<file path="config.mk">
export PLATFORM = sky130hd
export DESIGN_NAME = bech32_string_encoder
export DESIGN_NICKNAME = d
export VERILOG_FILES = /design/src/hdl/bse_pkg.sv /design/src/hdl/bse_front.sv /design/src/hdl/bse_fifo.sv /design/src/hdl/bse_back.sv /design/src/hdl/bech32_string_encoder.sv
export SDC_FILE = /design/constraint.sdc
export NUM_CORES = 1
export LEC_CHECK = 0
export BUFFER_PORTS_ARGS = -buffer_cell sky130_fd_sc_hd__buf_4
export CORE_AREA = 2 2 263 265
export CTS_BUF_LIST = sky130_fd_sc_hd__clkbuf_16
export CTS_CLUSTER_SIZE = 8
export DETAILED_ROUTE_END_ITERATION = 8
export DIE_AREA = 0 0 265 267
export SLEW_MARGIN = 20
export SYNTH_ARGS = -nofsm -noshare
export SYNTH_HDL_FRONTEND = slang
export SYNTH_HIERARCHICAL = 1
export SYNTH_SLANG_ARGS = --single-unit
</file>
<file path="constraint.sdc">
create_clock -name clk_i -period 4.15 [get_ports clk_i]
set_input_delay 0.415 -clock clk_i [delete_from_list [all_inputs] [get_ports clk_i]]
set_output_delay 0.415 -clock clk_i [all_outputs]
set_load 0.03 [all_outputs]
</file>
<file path="src/hdl/bse_pkg.sv">
// bech32 string encoder package: item structs, command queue entry, fsm states
// polymod step and alphabet lookup; no dependencies
`timescale 1ns / 1ps
package bse_pkg;

  typedef struct packed {
    logic       mode;
    logic [7:0] value;
    logic       checksum_variant;
    logic       last;
  } in_item_t;

  typedef struct packed {
    logic [6:0] out_char;
    logic [2:0] status;
    logic       end_of_string;
  } out_item_t;

  typedef enum logic [2:0] {
    ST_OK        = 3'd0,
    ST_BAD_CHAR  = 3'd1,
    ST_MIXED     = 3'd2,
    ST_LENGTH    = 3'd3,
    ST_RANGE     = 3'd4,
    ST_ORDER     = 3'd5
  } status_e;

  typedef enum logic [1:0] {
    CMD_PFX = 2'd0,
    CMD_DAT = 2'd1,
    CMD_ERR = 2'd2
  } cmd_kind_e;

  typedef struct packed {
    cmd_kind_e  kind;
    logic       first;
    logic       last;
    logic       variant;
    logic [7:0] val;
    status_e    code;
  } cmd_t;

  typedef enum logic [2:0] {
    S_IDLE, S_PFX, S_SEP, S_REP, S_DAT, S_ZERO, S_CK, S_ERR
  } back_state_e;

  localparam int unsigned FIFO_DEPTH = 4;
  localparam logic [29:0] BECH32_K  = 30'h1;
  localparam logic [29:0] BECH32M_K = 30'h2bc830a3;
  localparam logic [6:0]  SEP_CHAR  = 7'h31;
  localparam logic [255:0] ALPHABET = "qpzry9x8gf2tvdw0s3jn54khce6mua7l";
  localparam logic [29:0] GEN0 = 30'h3b6a57b2;
  localparam logic [29:0] GEN1 = 30'h26508e6d;
  localparam logic [29:0] GEN2 = 30'h1ea119fa;
  localparam logic [29:0] GEN3 = 30'h3d4233dd;
  localparam logic [29:0] GEN4 = 30'h2a1462b3;

  function automatic logic [29:0] mix(input logic [29:0] acc, input logic [4:0] v);
    logic [4:0]  top;
    logic [29:0] r;
    top = acc[29:25];
    r   = {acc[24:0], v};
    if (top[0]) r = r ^ GEN0;
    if (top[1]) r = r ^ GEN1;
    if (top[2]) r = r ^ GEN2;
    if (top[3]) r = r ^ GEN3;
    if (top[4]) r = r ^ GEN4;
    return r;
  endfunction

  function automatic logic [6:0] alpha(input logic [4:0] d);
    logic [7:0] base;
    base = {~d, 3'b000};
    return ALPHABET[base +: 7];
  endfunction

endpackage

</file>
<file path="src/hdl/bse_front.sv">
// front end: accepts input items, tracks prefix/case/order state, flags errors
// depends on bse_pkg; pushes commands into the queue
`timescale 1ns / 1ps
module bse_front import bse_pkg::*; #(
  parameter int unsigned PREFIX_MAX = 83
) (
  input  logic     clk_i,
  input  logic     rst_ni,
  input  logic     in_valid_i,
  output logic     in_stall_o,
  input  in_item_t in_i,
  input  logic     q_full_i,
  output logic     q_push_o,
  output cmd_t     q_cmd_o
);
  localparam int unsigned CW = $clog2(PREFIX_MAX + 1);

  logic [CW-1:0] pcnt_q, pcnt_d;
  logic lower_q, lower_d, upper_q, upper_d, indata_q, indata_d;
  status_e err_q, err_d;
  status_e e;
  logic is_lo, is_up, acc;
  logic [7:0] lc;

  assign in_stall_o = q_full_i;
  assign acc = in_valid_i && !q_full_i;

  always_comb begin
    is_lo = (in_i.value >= 8'h61) && (in_i.value <= 8'h7a);
    is_up = (in_i.value >= 8'h41) && (in_i.value <= 8'h5a);
    lc    = is_up ? (in_i.value + 8'h20) : in_i.value;
    e     = ST_OK;
    pcnt_d = pcnt_q; lower_d = lower_q; upper_d = upper_q;
    indata_d = indata_q; err_d = err_q;
    q_push_o = 1'b0;
    q_cmd_o = '{kind: CMD_PFX, first: !indata_q, last: in_i.last,
                variant: in_i.checksum_variant, val: lc, code: ST_OK};
    if (err_q == ST_OK) begin
      if (!in_i.mode) begin
        if (indata_q) e = ST_ORDER;
        else if (pcnt_q >= CW'(PREFIX_MAX)) e = ST_LENGTH;
        else if (in_i.value < 8'd33 || in_i.value > 8'd126) e = ST_BAD_CHAR;
        else if ((lower_q || is_lo) && (upper_q || is_up)) e = ST_MIXED;
      end else begin
        if (!indata_q && pcnt_q == '0) e = ST_LENGTH;
        else if (in_i.value > 8'd31) e = ST_RANGE;
        q_cmd_o.kind = CMD_DAT;
        q_cmd_o.val  = in_i.value;
      end
    end else begin
      e = err_q;
    end
    if (acc) begin
      if (e != ST_OK) begin
        err_d = e;
        if (in_i.last) begin
          q_push_o = 1'b1;
          q_cmd_o.kind = CMD_ERR;
          q_cmd_o.code = e;
        end
      end else begin
        q_push_o = 1'b1;
        if (!in_i.mode) begin
          pcnt_d = pcnt_q + 1'b1;
          lower_d = lower_q || is_lo;
          upper_d = upper_q || is_up;
        end else begin
          indata_d = 1'b1;
        end
      end
      if (in_i.last) begin
        pcnt_d = '0; lower_d = 1'b0; upper_d = 1'b0;
        indata_d = 1'b0; err_d = ST_OK;
      end
    end
  end

  always_ff @(posedge clk_i or negedge rst_ni) begin
    if (!rst_ni) begin
      pcnt_q <= '0; lower_q <= 1'b0; upper_q <= 1'b0;
      indata_q <= 1'b0; err_q <= ST_OK;
    end else begin
      pcnt_q <= pcnt_d; lower_q <= lower_d; upper_q <= upper_d;
      indata_q <= indata_d; err_q <= err_d;
    end
  end
endmodule

</file>
<file path="src/hdl/bse_fifo.sv">
// small command queue between front and back
// depends on bse_pkg for the command type and the queue depth
`timescale 1ns / 1ps
module bse_fifo import bse_pkg::*; (
  input  logic clk_i,
  input  logic rst_ni,
  input  logic push_i,
  input  cmd_t cmd_i,
  output logic full_o,
  input  logic pop_i,
  output logic empty_o,
  output cmd_t cmd_o
);
  localparam int unsigned PW = $clog2(FIFO_DEPTH);

  cmd_t mem_q [FIFO_DEPTH];
  logic [PW-1:0] wp_q, wp_d, rp_q, rp_d;
  logic [PW:0]   cnt_q, cnt_d;

  assign full_o  = cnt_q == (PW+1)'(FIFO_DEPTH);
  assign empty_o = cnt_q == '0;
  assign cmd_o   = mem_q[rp_q];

  always_comb begin
    wp_d = push_i ? wp_q + 1'b1 : wp_q;
    rp_d = pop_i ? rp_q + 1'b1 : rp_q;
    cnt_d = cnt_q + (PW+1)'(push_i) - (PW+1)'(pop_i);
  end

  always_ff @(posedge clk_i) begin
    if (push_i) mem_q[wp_q] <= cmd_i;
  end

  always_ff @(posedge clk_i or negedge rst_ni) begin
    if (!rst_ni) begin
      wp_q <= '0; rp_q <= '0; cnt_q <= '0;
    end else begin
      wp_q <= wp_d; rp_q <= rp_d; cnt_q <= cnt_d;
    end
  end
endmodule

</file>
<file path="src/hdl/bse_back.sv">
// back end: polymod sequencer, prefix low-part buffer and output register
// depends on bse_pkg; pops commands from the queue
`timescale 1ns / 1ps
module bse_back import bse_pkg::*; #(
  parameter int unsigned PREFIX_MAX = 83
) (
  input  logic      clk_i,
  input  logic      rst_ni,
  input  logic      q_empty_i,
  input  cmd_t      q_cmd_i,
  output logic      q_pop_o,
  output logic      out_valid_o,
  input  logic      out_stall_i,
  output out_item_t out_o
);
  localparam int unsigned CW = $clog2(PREFIX_MAX + 1);
  localparam int unsigned AW = (PREFIX_MAX > 1) ? $clog2(PREFIX_MAX) : 1;

  back_state_e state_q, state_d;
  cmd_t cur_q, cur_d;
  logic [29:0] acc_q, acc_d, pm_q, pm_d;
  logic [CW-1:0] cnt_q, cnt_d;
  logic [AW-1:0] rd_idx_q, rd_idx_d;
  logic [2:0] zc_q, zc_d;
  logic [4:0] mem_q [PREFIX_MAX];
  logic [4:0] rdata_q;
  logic mem_we, emit, out_free, out_valid_q;
  out_item_t emit_data, out_q;

  assign out_free = !out_valid_q || !out_stall_i;
  assign out_valid_o = out_valid_q;
  assign out_o = out_q;
  assign q_pop_o = (state_q == S_IDLE) && !q_empty_i;

  always_comb begin
    state_d = state_q;
    case (state_q)
      S_IDLE: if (!q_empty_i) begin
        case (q_cmd_i.kind)
          CMD_PFX: state_d = S_PFX;
          CMD_DAT: state_d = q_cmd_i.first ? S_SEP : S_DAT;
          default: state_d = S_ERR;
        endcase
      end
      S_PFX:  if (out_free) state_d = cur_q.last ? S_SEP : S_IDLE;
      S_SEP:  if (out_free) state_d = S_REP;
      S_REP:  if (CW'(rd_idx_q) + 1'b1 == cnt_q)
                state_d = (cur_q.kind == CMD_DAT) ? S_DAT : S_ZERO;
      S_DAT:  if (out_free) state_d = cur_q.last ? S_ZERO : S_IDLE;
      S_ZERO: if (zc_q == 3'd5) state_d = S_CK;
      S_CK:   if (out_free && zc_q == 3'd5) state_d = S_IDLE;
      S_ERR:  if (out_free) state_d = S_IDLE;
      default: state_d = S_IDLE;
    endcase
  end

  always_comb begin
    cur_d = q_pop_o ? q_cmd_i : cur_q;
    acc_d = acc_q; pm_d = pm_q; cnt_d = cnt_q;
    rd_idx_d = rd_idx_q; zc_d = zc_q;
    mem_we = 1'b0; emit = 1'b0;
    emit_data = '{out_char: cur_q.val[6:0], status: ST_OK, end_of_string: 1'b0};
    case (state_q)
      S_PFX: if (out_free) begin
        emit = 1'b1; mem_we = 1'b1;
        acc_d = mix(acc_q, {2'b00, cur_q.val[7:5]});
        cnt_d = cnt_q + 1'b1;
      end
      S_SEP: if (out_free) begin
        emit = 1'b1; emit_data.out_char = SEP_CHAR;
        acc_d = mix(acc_q, 5'd0);
        rd_idx_d = '0;
      end
      S_REP: begin
        acc_d = mix(acc_q, rdata_q);
        rd_idx_d = rd_idx_q + 1'b1;
        zc_d = '0;
      end
      S_DAT: if (out_free) begin
        emit = 1'b1; emit_data.out_char = alpha(cur_q.val[4:0]);
        acc_d = mix(acc_q, cur_q.val[4:0]);
        zc_d = '0;
      end
      S_ZERO: begin
        acc_d = mix(acc_q, 5'd0);
        zc_d = zc_q + 1'b1;
        if (zc_q == 3'd5) begin
          pm_d = acc_d ^ (cur_q.variant ? BECH32M_K : BECH32_K);
          zc_d = '0;
        end
      end
      S_CK: if (out_free) begin
        emit = 1'b1; emit_data.out_char = alpha(pm_q[29:25]);
        emit_data.end_of_string = zc_q == 3'd5;
        pm_d = {pm_q[24:0], 5'd0};
        zc_d = zc_q + 1'b1;
        if (zc_q == 3'd5) begin
          acc_d = 30'd1; cnt_d = '0;
        end
      end
      S_ERR: if (out_free) begin
        emit = 1'b1;
        emit_data = '{out_char: 7'd0, status: cur_q.code, end_of_string: 1'b1};
        acc_d = 30'd1; cnt_d = '0;
      end
      default: ;
    endcase
  end

  // prefix low parts, registered read one index ahead
  always_ff @(posedge clk_i) begin
    if (mem_we) mem_q[cnt_q[AW-1:0]] <= cur_q.val[4:0];
    rdata_q <= mem_q[rd_idx_d];
    if (emit) out_q <= emit_data;
    cur_q <= cur_d;
    pm_q <= pm_d;
  end

  always_ff @(posedge clk_i or negedge rst_ni) begin
    if (!rst_ni) begin
      state_q <= S_IDLE; acc_q <= 30'd1; cnt_q <= '0;
      rd_idx_q <= '0; zc_q <= '0; out_valid_q <= 1'b0;
    end else begin
      state_q <= state_d; acc_q <= acc_d; cnt_q <= cnt_d;
      rd_idx_q <= rd_idx_d; zc_q <= zc_d;
      if (emit) out_valid_q <= 1'b1;
      else if (!out_stall_i) out_valid_q <= 1'b0;
    end
  end
endmodule

</file>
<file path="src/hdl/bech32_string_encoder.sv">
// channel   dir  payload     handshake
// in        in   in_item_t   in_valid_i / in_stall_o
// out       out  out_item_t  out_valid_o / out_stall_i
// prefix character: the back sequencer pops it, then echoes it; data value: pop, then character
// first data item: pop, separator, replay of the prefix buffer, then the character
// last item: further polymod steps over zeros, then 6 checksum characters
// queue of four commands lets the front accept while the back works
// reset is asynchronous, active low; output stalls hold the emitting states of the back sequencer
// top level: front, command queue, back; depends on bse_pkg
`timescale 1ns / 1ps
module bech32_string_encoder import bse_pkg::*; #(
  parameter int unsigned PREFIX_MAX = 83
) (
  input  logic      clk_i,
  input  logic      rst_ni,
  input  logic      in_valid_i,
  output logic      in_stall_o,
  input  in_item_t  in_i,
  output logic      out_valid_o,
  input  logic      out_stall_i,
  output out_item_t out_o
);
  logic push, pop, full, empty;
  cmd_t cmd_in, cmd_out;

  bse_front #(.PREFIX_MAX(PREFIX_MAX)) u_front (
    .clk_i, .rst_ni, .in_valid_i, .in_stall_o, .in_i,
    .q_full_i(full), .q_push_o(push), .q_cmd_o(cmd_in)
  );

  bse_fifo u_fifo (
    .clk_i, .rst_ni, .push_i(push), .cmd_i(cmd_in), .full_o(full),
    .pop_i(pop), .empty_o(empty), .cmd_o(cmd_out)
  );

  bse_back #(.PREFIX_MAX(PREFIX_MAX)) u_back (
    .clk_i, .rst_ni, .q_empty_i(empty), .q_cmd_i(cmd_out), .q_pop_o(pop),
    .out_valid_o, .out_stall_i, .out_o
  );
endmodule

</file>
==> reports/qor.yml, run 1 <==
clock_tree:
  cts_buffers: 86
  postCtsSetupBuffers: 0
  cts_buffer_depth: 3
  ctsRootBufferMaster: "clkbuf_16"
  clock_latency_ns: 0.63
  cts_htree_levels: 3
  cts_tree: "yes"
  clk_pin_slew_ns: 0.05
  cts.sinks: 611
synthesis:
  yosys_warnings: 6
  yosysUniqueCellTypes: 95
  syn_area_per_cell_um2: 12.92
  synthesis.area_um2: 26950
  synthArstFlopShare_pct: 11.62
  synth_top_area_cell: "edfxtp_1"
  syn_inst: 2086
  synth-edff-count: 535
  synth-main-ff-cell: "edfxtp_1"
  yosysMostFrequentCell: "edfxtp_1"
  ys_seq_elements: 611
  synth_area_leaders: "edfxtp_1 (60%), dfrtp_1 (6.5%), nand2_1 (4.6%), mux2i_1 (3.7%), nand3_1 (2.1%)"
  syn_nets: 2116
  yosys.area.top_type_share_pct: 59.62
  yosysSeqAreaShare_pct: 66.59
  synth_commonest_cells: "edfxtp_1 (535), nand2_1 (331), nor2_1 (150)"
placed_design:
  placed_cell_area_um2: 28060
  dpl.cell_count: 2918
  preCtsSetupSlack_ns: 0.7002
  place_congestion: 0.9139
  io_buffer_count: 27
  hpwlAfterDp_mm: 43.21
setup_path:
  cp.required_ns: 4.68
  rr_startpoint: "u_back/rd_idx_q[0]$_DFF_PN0_"
  critPathKind: "flip-flop to flip-flop"
  crit_end: "u_back/rdata_q[4]$_DFF_P_"
  r2r-end: "u_back/rdata_q[4]$_DFF_P_"
  cp-startpoint: "u_back/rd_idx_q[0]$_DFF_PN0_"
  r2r_cells: 8
  endpoint_kind: "flip-flop"
  critPathMaxFanout: 15
  crit_path_start_kind: "flip-flop"
  ff2ff_setup_slack_ns: 0.72
  worstPathArrival_ns: 3.96
floorplan:
  start_util_pct: 39.64
  die_height_um: 267
  die_area_um2: 70760
  io_pins: 28
  rows: 96
  core_um2: 67990
  dieWidth_um: 265
global_route:
  grt_max_degree: 125
  gr-usage-met3_pct: 2.805
  grt_pass1_vias: 17060
  use_met2_pct: 31.57
  gr-usage-met1_pct: 26.33
  antenna_found_initial: 0
  busiest_layer: "met2"
  grtUsageTotal_pct: 19.36
  grt_remaining_overflow: 0
  grt_pass1_wl_mm: 104.5
cells_and_area:
  fin_cells: 3067
  fin_util_pct: 45.07
  drive_above_1_share_pct: 10.48
  syn_to_final_growth_pct: 13.70
  fillers: 6044
  finalInstanceArea_um2: 30640
  antennaDiodeCount: 0
  fin_nets: 2160
timing:
  rsz0062_at_grt: "false"
  slew_viol_final: 0
  fmax_mhz: 291.6
  final.setup.tns_ns: 0
  finClkSkew_ns: 0.02913
  relSlewSlack_pct: 31.72
  tightest_slew_ns: 1.017
  report.final.hold_viol_count: 0
  final.min_clock_period_ns: 3.430
  worst_slack_ns: 0.7203
  fin_crit_sh_pct: 82.64
  setup_violations: 0
route:
  drtIter0Drc: 1849
  drt-pass1-iter-count: 5
  post-route-drc-count: 0
  via_count: 17280
  via_per_inst: 5.633
  wl_per_cell_um: 22.33
  wl_mm: 68.49
  drtAntennaViolNets: 0
pwr:
  power_density_nw_per_um2: 815.6
  peakVddDrop_mv: 0.6923
  total_leakage_power_uw: 0.01078
run_status:
  outcome: "completed"
min_path:
  hold_class: "input port to flip-flop"
flow_run:
  cap_viol_max_count: 0
state kept, by name, summed over array words and instances (netlist names), 2 cells and up:
name             flops
u_back/rd_idx_q      7
u_back/acc_q        30
u_back/zc_q          3
u_back/state_q       3
u_back/cnt_q         7
u_front/err_q        3
u_fifo/wp_q          2
u_back/rdata_q       5
u_back/pm_q         30
u_fifo/cnt_q         3
u_front/pcnt_q       7
u_fifo/rp_q          2
u_back/out_o        11
u_back/mem_q       415
u_back/cur_q        15
u_fifo/mem_q        64
per-layer routing:
layer	up-vias	share of wire (%)
met5	-	0
met4	0	2.7
met3	96	6.3
li1	7891	-
met2	656	48
met1	8634	43
timing repair:
item	CTS	global route
gates resized for setup	0	0
endpoints found under the hold margin	50	0
hold buffers	5	0
placed cells by master (no fill, tap or decap), types with 6 or more instances in the layout:
cell type  instances
o21ai_0           70
xor2_1            39
a31oi_1           26
nor2_1           149
o31ai_1           13
a2111oi_0          7
a21oi_1           75
o2111ai_1          6
nor4_1            11
a221oi_1          13
nor2b_1           15
nand2b_1          12
o22ai_1           11
mux4_1             8
edfxtp_1         535
a311oi_1           9
and3_1            17
nand4_1           20
nor3_1            13
nand4b_1           6
a32oi_1           30
mux2i_1          100
nand2_1          331
mux2_2            12
clkbuf_16         88
buf_4             76
ha_1              14
xnor2_1           37
a21boi_0           7
mux4_2             9
inv_1             82
a211oi_1          11
nand3_1          113
dfrtp_1           70
and2_1            17
power breakdown:
part,switching (uW),internal [uW]
Combinational,6470,3440
Sequential,711,8000
Clock,2520,3840
Total,9700,15300
worst min path at each step:
| stage | start | slack, ns | cells after the start | endpoint |
|---|---|---|---|---|
| CTS | in_i[4] | 0.005 | 1 | u_fifo/mem_q[2][5]$_DFFE_PP_ |
| floorplan | rst_ni | 0.12 | 0 | u_back/acc_q[10]$_DFFE_PN0P_ |
| detailed placement | u_back/acc_q[18]$_DFFE_PN0P_ | 0.49 | 2 | u_back/acc_q[18]$_DFFE_PN0P_ |
| finish | in_i[4] | 0.04 | 1 | u_fifo/mem_q[1][5]$_DFFE_PP_ |
| global route | in_i[4] | 0.04 | 1 | u_fifo/mem_q[2][5]$_DFFE_PP_ |
| global placement | u_back/acc_q[24]$_DFFE_PN0P_ | 0.47 | 2 | u_back/acc_q[24]$_DFFE_PN0P_ |
cell type report:
type                    instances  area, um^2  area share (%)
inverters                      39       153.9          0.5023
flip-flops and latches        611       17940           58.57
well taps                     882        1104           3.602
clock inverters                55       297.8          0.9719
repair buffers                 87       748.2           2.442
clock buffers                  88        2202           7.187
multi-input cells            1305        8189           26.73
worst max-delay path, stage by stage (launching register included):
cell and delay [ns]:
dfrtp_1 0.44, ha_1 0.30, and4bb_1 0.21, o21ai_1 0.36, and3_1 0.84, a32oi_1 0.24, a311oi_1 0.55, a2111oi_0 0.16
and4_1 0.23
kinds of logic after synthesis:
logic type / count (synthesis) / synth area share [%]
AO/OA/AOI/OAI: 345 / 8.841
XOR/XNOR: 77 / 2.531
adder cells (fa/ha/maj): 15 / 0.7243
buffers and inverters: 170 / 3.111
flip-flops: 611 / 66.59
multiplexers: 129 / 5.748
AND/OR/NAND/NOR: 739 / 12.46
stage by stage:
stage                     power (uW)  hold WS [ns]
after CTS                      25050      0.005009
after global placement         18510        0.4746
after floorplan                15660        0.1194
final                          24990       0.03508
after global routing           26320       0.03725
after detailed placement       18640        0.4909
No activity file was read; power rests on OpenSTA's default activity.
==> run 2: changes to the inputs <==
==> constraint.sdc (replaced) <==
create_clock -name clk_i -period 3.2 [get_ports clk_i]
set_input_delay 0.32 -clock clk_i [delete_from_list [all_inputs] [get_ports clk_i]]
set_output_delay 0.32 -clock clk_i [all_outputs]
set_load 0.03 [all_outputs]
==> run 2 against run 1 <==
  * Clock power is 30% higher
  * Maximum frequency is 9.7% higher
  * Wire length is 1.5% lower
  * Via count is 0.50% higher
  * Clock skew is 0.0036 ns lower
  * Die area stayed put
  * Count of clock-buffer cells in the layout stayed put
  * Critical path type unchanged
  * Largest cell class unchanged
  * Largest power group unchanged
  * Highest routed layer unchanged
==> reports/qor.yml, run 2 (synthesis results as in run 1) <==
pwr:
  switchingPower_uw: 12730
  p_seq_share_pct: 33.9
  switching_share_pct: 38.51
  total_leakage_power_uw: 0.01103
  p_int_uw: 20330
  power_density_nw_per_um2: 1062
  combPwrFrac_pct: 41.1
  peakVddDrop_mv: 0.6323
  clkPwrFrac_pct: 25.0
cells_and_area:
  final_cell_mix: "edfxtp_1 (535), nand2_1 (331), nor2_1 (149)"
  antennaDiodeCount: 0
  largest_register_ffs: 415
  syn_to_final_growth_pct: 15.52
  drive_above_1_share_pct: 12.43
  finalInstanceArea_um2: 31130
  fin_util_pct: 45.79
  regMostFlops: "u_back/mem_q"
  final_common_cell: "edfxtp_1"
  reg_top3: "u_back/mem_q (415), u_fifo/mem_q (64)"
  fin_nets: 2204
route:
  wl_met2_mm: 31.70
  drtAntennaViolNets: 0
  wl_mm: 67.45
  drtIter0Drc: 1563
  drt-pass1-iter-count: 5
  top_layer: "met4"
  via_per_inst: 5.581
  wl_met1_mm: 29.21
  post-route-drc-count: 0
  wl_met3_mm: 4.548
  via_count: 17360
  wl_per_cell_um: 21.68
flow_run:
  cap_viol_max_count: 0
clock_tree:
  cts_buffers: 86
  cts.sinks: 611
  ctsRootBufferMaster: "clkbuf_16"
  clock_latency_ns: 0.63
  cts_htree_levels: 3
  clk_pin_slew_ns: 0.05
  cts_buffer_depth: 3
  cts_tree: "yes"
timing:
  setup_violations: 0
  final.setup.tns_ns: 0
  finClkSkew_ns: 0.02549
  report.final.hold_viol_count: 0
  fmax_mhz: 319.7
  relSlewSlack_pct: 32.04
  slew_viol_final: 0
  tightest_slew_ns: 1.016
  final.min_clock_period_ns: 3.128
  fin_crit_sh_pct: 97.74
placed_design:
  io_buffer_count: 27
  hpwlAfterDp_mm: 42.71
  place_congestion: 0.8822
  placed_cell_area_um2: 28440
floorplan:
  die_height_um: 267
  dieWidth_um: 265
  die_area_um2: 70760
  core_um2: 67990
  io_pins: 28
  rows: 96
  start_util_pct: 39.64
setup_path:
  cp.required_ns: 3.77
  critPathMaxFanout: 31
  worstPathArrival_ns: 3.70
  critPathKind: "flip-flop to flip-flop"
  crit_path_start_kind: "flip-flop"
  endpoint_kind: "flip-flop"
global_route:
  grt_max_degree: 95
  grtUsageTotal_pct: 18.91
  grt_pass1_vias: 17210
  grt_pass1_wl_mm: 102.4
  grt_remaining_overflow: 0
  antenna_found_initial: 0
run_status:
  outcome: "completed"
min_path:
  hold_class: "input port to flip-flop"
==> run 2: critical path, stage by stage (launching register included) <==
cell      delay, ns
dfrtp_1        0.45
ha_1           0.36
nand4b_2       0.13
o211a_4        0.22
inv_8          0.23
mux2i_1        0.12
mux2_2         0.26
a222oi_1       0.65
o22ai_1        0.29
and4b_1        0.31
==> run 2: routing by layer <==
| metal | track usage [%] | vias to the layer above |
|---|---|---|
| li1 | - | 8000 |
| met1 | 25.68 | 8652 |
| met2 | 30.39 | 592 |
| met3 | 3.404 | 120 |
| met4 | 7.070 | 0 |
| met5 | 0 | - |
==> run 2: final timing paths <==
kind | startpoint | end | slack, ns | depth (start not counted)
setup / recovery | u_back/rd_idx_q[0]$_DFF_PN0_ | u_back/rdata_q[0]$_DFF_P_ | 0.07 | 9
hold / removal | in_i[10] | u_front/indata_q$_DFFE_PN0P_ | 0.04 | 3
setup reg to reg | u_back/rd_idx_q[0]$_DFF_PN0_ | u_back/rdata_q[0]$_DFF_P_ | 0.07 | 9
hold reg to reg | u_back/acc_q[24]$_DFFE_PN0P_ | u_back/acc_q[24]$_DFFE_PN0P_ | 0.49 | 2
max in group asynchronous | rst_ni | u_front/err_q[2]$_DFFE_PN0P_ | 2.45 | 3
min in group asynchronous | rst_ni | u_back/acc_q[13]$_DFFE_PN0P_ | 0.14 | 2
==> run 2: power by group through the flow <==
stage / sequential [uW] / combinational (uW) / clock [uW]
final: 11200 / 13600 / 8280
after global routing: 11300 / 14800 / 8800
after CTS: 11200 / 13400 / 8440
after detailed placement: 11300 / 13300 / 0
after global placement: 11300 / 13100 / 0
after floorplan: 11300 / 9010 / 0
==> run 2: layout make-up <==
class,instances,area [um^2]
multi-input cells,1305,8237
clock inverters,55,301.5
repair buffers,131,1187
fillers,6005,36860
flip-flops and latches,611,17940
well taps,882,1104
inverters,39,153.9
clock buffers,88,2202
==> run 2: per-stage QoR <==
step	worst slack, ns	cells	hold slack [ns]	power [uW]
after global placement	-0.06115	2959	0.4744	24400
after floorplan	0.1416	2086	0.02441	20330
final	0.07223	3111	0.04269	33060
after detailed placement	-0.1038	2959	0.4803	24640
after CTS	0.02075	3109	0.01358	33050
after global routing	-0.02201	3111	0.04056	34870
==> run 2: repair_timing <==
item / CTS / global route
hold buffers: 7 / 0
buffers inserted: 0 / 0
cloned: 0 / 1
resized for setup: 5 / 9
endpoints found under the hold margin: 94 / 0
endpoints found under the setup margin: 3 / 5
==> run 3: changes to the inputs <==
--- a/config.mk
+++ b/config.mk
@@ -6,11 +6,13 @@
 export NUM_CORES = 1
 export LEC_CHECK = 0
 export BUFFER_PORTS_ARGS = -buffer_cell sky130_fd_sc_hd__buf_4
-export CORE_AREA = 2 2 263 265
+export CORE_AREA = 2 2 236 238
 export CTS_BUF_LIST = sky130_fd_sc_hd__clkbuf_16
 export CTS_CLUSTER_SIZE = 8
 export DETAILED_ROUTE_END_ITERATION = 8
-export DIE_AREA = 0 0 265 267
+export DIE_AREA = 0 0 238 240
+export GPL_TIMING_DRIVEN = 0
+export PLACE_DENSITY = 0.67
 export SLEW_MARGIN = 20
 export SYNTH_ARGS = -nofsm -noshare
 export SYNTH_HDL_FRONTEND = slang
==> constraint.sdc (replaced) <==
create_clock -name clk_i -period 2.55 [get_ports clk_i]
set_input_delay 0.255 -clock clk_i [delete_from_list [all_inputs] [get_ports clk_i]]
set_output_delay 0.255 -clock clk_i [all_outputs]
set_load 0.03 [all_outputs]
==> run 3 against run 2 <==
  * The run now ends with setup timing left
  * Die area shrank 19%
  * Critical endpoint is now u_back/rdata_q[4]$_DFF_P_
  * Register-to-register slack got worse by 0.57 ns
  * Core utilization up 16 points
  * Power up 44%
  * Count of clock-buffer cells in the layout shrank 1
  * Sequential cell count unchanged
==> reports/qor.yml, run 3 (synthesis results as in run 1) <==
timing:
  tightest_slew_ns: 0.8525
  relSlewSlack_pct: 42.73
  report.final.hold_viol_count: 0
  finClkSkew_ns: 0.02508
  fin_crit_sh_pct: 119.3
  rsz0062_at_grt: "true"
  whs_ns: 0.03458
  worst_slack_ns: -0.4930
  setup_violations: 7
  final.min_clock_period_ns: 3.043
  slew_viol_final: 0
  fmax_mhz: 328.6
flow_run:
  cap_viol_max_count: 0
route:
  drt-pass1-iter-count: 8
  wl_per_cell_um: 25.28
  via_per_inst: 6.225
  drtAntennaViolNets: 0
  via_count: 18990
  post-route-drc-count: 0
  drtIter0Drc: 2454
  wl_mm: 77.14
cells_and_area:
  reg_top3: "u_back/mem_q (415), u_fifo/mem_q (64)"
  fin_cells: 3051
  regMostFlops: "u_back/mem_q"
  fin_util_pct: 61.37
  fillers: 3930
  syn_to_final_growth_pct: 24.48
  fin_nets: 2340
  final_cell_mix: "edfxtp_1 (535), nand2_1 (324), buf_4 (113)"
  largest_register_ffs: 415
  final_common_cell: "edfxtp_1"
  drive_above_1_share_pct: 24.47
setup_path:
  critPathKind: "flip-flop to flip-flop"
  crit_chain: "nand2_1 -> o21ai_1 -> a221oi_4 -> inv_4 -> or2_1 -> buf_4 -> nor2_4 -> nand4_1 -> and4_4"
  crit_path_start_kind: "flip-flop"
  cpLargestDelayFamily: "simple AND/OR/NAND/NOR gates"
  cp.required_ns: 3.06
  slowest_delay_ns: 0.46
  worst_path_max_delay_cell: "dfrtp_1"
  worst-path-buf-inv: 2
  worstPathArrival_ns: 3.55
  endpoint_kind: "flip-flop"
  critPathMaxFanout: 9
clock_tree:
  ctsRootBufferMaster: "clkbuf_16"
  cts.sinks: 611
  cts_buffer_depth: 3
  clock_latency_ns: 0.64
  clk_pin_slew_ns: 0.05
  cts_htree_levels: 3
  cts_tree: "yes"
  cts_buffers: 86
pwr:
  p_seq_share_pct: 28.9
  clkPwrFrac_pct: 21.5
  total_leakage_power_uw: 0.01181
  power_density_nw_per_um2: 1416
  peakVddDrop_mv: 0.7262
  p_total_uw: 47490
  switching_share_pct: 40.59
  combPwrFrac_pct: 49.6
  p_int_uw: 28210
  switchingPower_uw: 19270
floorplan:
  start_util_pct: 49.30
  die_area_um2: 57120
  die_height_um: 240
  rows: 86
  core_um2: 54660
  io_pins: 28
  dieWidth_um: 238
global_route:
  grtUsageTotal_pct: 27.03
  grt_max_degree: 72
  grt_pass1_vias: 18570
  antenna_found_initial: 1
  grt_remaining_overflow: 0
  grt_pass1_wl_mm: 114.8
placed_design:
  dpl.cell_count: 2835
  preCtsSetupSlack_ns: -1.663
  io_buffer_count: 25
  hpwlAfterDp_mm: 50.10
  place_congestion: 0.9521
run_status:
  outcome: "complete, but fails checks"
  violations: "setup timing"
min_path:
  hold_class: "input port to flip-flop"
-- run 3: cell types whose count changed in the layout (fill, tap and decap cells not counted), moves of 19 or more --
cell / delta
nor2_1: -83
nor2_4: +64
clkbuf_1: +31
buf_8: +26
inv_1: -20
clkbuf_2: +19
nor2_2: +19
-- run 3: path summary, 6_finish.rpt --
path / startpoint / depth (start not counted) / slack, ns / to
worst min register to register: u_back/acc_q[18]$_DFFE_PN0P_ / 2 / 0.50 / u_back/acc_q[18]$_DFFE_PN0P_
max in group asynchronous: rst_ni / 2 / 1.77 / u_back/rd_idx_q[1]$_DFF_PN0_
worst max-delay path: u_back/out_valid_o$_DFFE_PN0P_ / 9 / -0.49 / u_back/rdata_q[4]$_DFF_P_
worst min-delay path: in_i[9] / 2 / 0.03 / u_fifo/mem_q[2][10]$_DFFE_PP_
min in group asynchronous: rst_ni / 2 / 0.23 / u_back/acc_q[27]$_DFFE_PN0P_
worst max register to register: u_back/out_valid_o$_DFFE_PN0P_ / 9 / -0.49 / u_back/rdata_q[4]$_DFF_P_
-- run 3: repair_timing --
action | 4_1_cts | 5_1_grt
resized for setup | 375 | 81
setup endpoints to repair | 553 | 411
hold buffers | 9 | 0
setup buffers | 55 | 24
endpoints found under the hold margin | 99 | 0
cloned | 8 | 0
pin swaps | 54 | 24
-- run 3: cell type report --
| class | instances | area, um^2 | share of cell area [%] |
|---|---|---|---|
| antenna | 1 | 2.502 | 0.007460 |
| buffer | 127 | 1061 | 3.163 |
| clock buffer | 87 | 2177 | 6.490 |
| clock inverter | 37 | 239.0 | 0.7124 |
| inverter | 39 | 161.4 | 0.4812 |
| multi-input combinational | 1310 | 9618 | 28.67 |
| sequential | 611 | 17950 | 53.51 |
| tap | 704 | 880.8 | 2.626 |
| timing repair buffer | 135 | 1454 | 4.334 |
-- run 3: metal layers --
metal	track usage [%]	routed length (um)
met1	36.15	29760
met2	42.78	36080
met3	5.614	7988
met4	12.44	3312
met5	0	0
-- run 3: stage by stage --
stage	area, um^2	setup TNS, ns
finish	33540	-2.223
global route	33540	-2.713
CTS	33050	-1.835
detailed placement	28410	-503.63
global placement	28080	-741.51
floorplan	27010	-5.422
-- run 3: power by group through the flow --
stage / clock network (uW) / registers, uW / logic (uW)
detailed placement: 0 / 13900 / 18400
CTS: 10300 / 13700 / 22100
global placement: 0 / 14600 / 17200
floorplan: 0 / 14200 / 11400
finish: 10200 / 13700 / 23500
global route: 10800 / 13800 / 24600
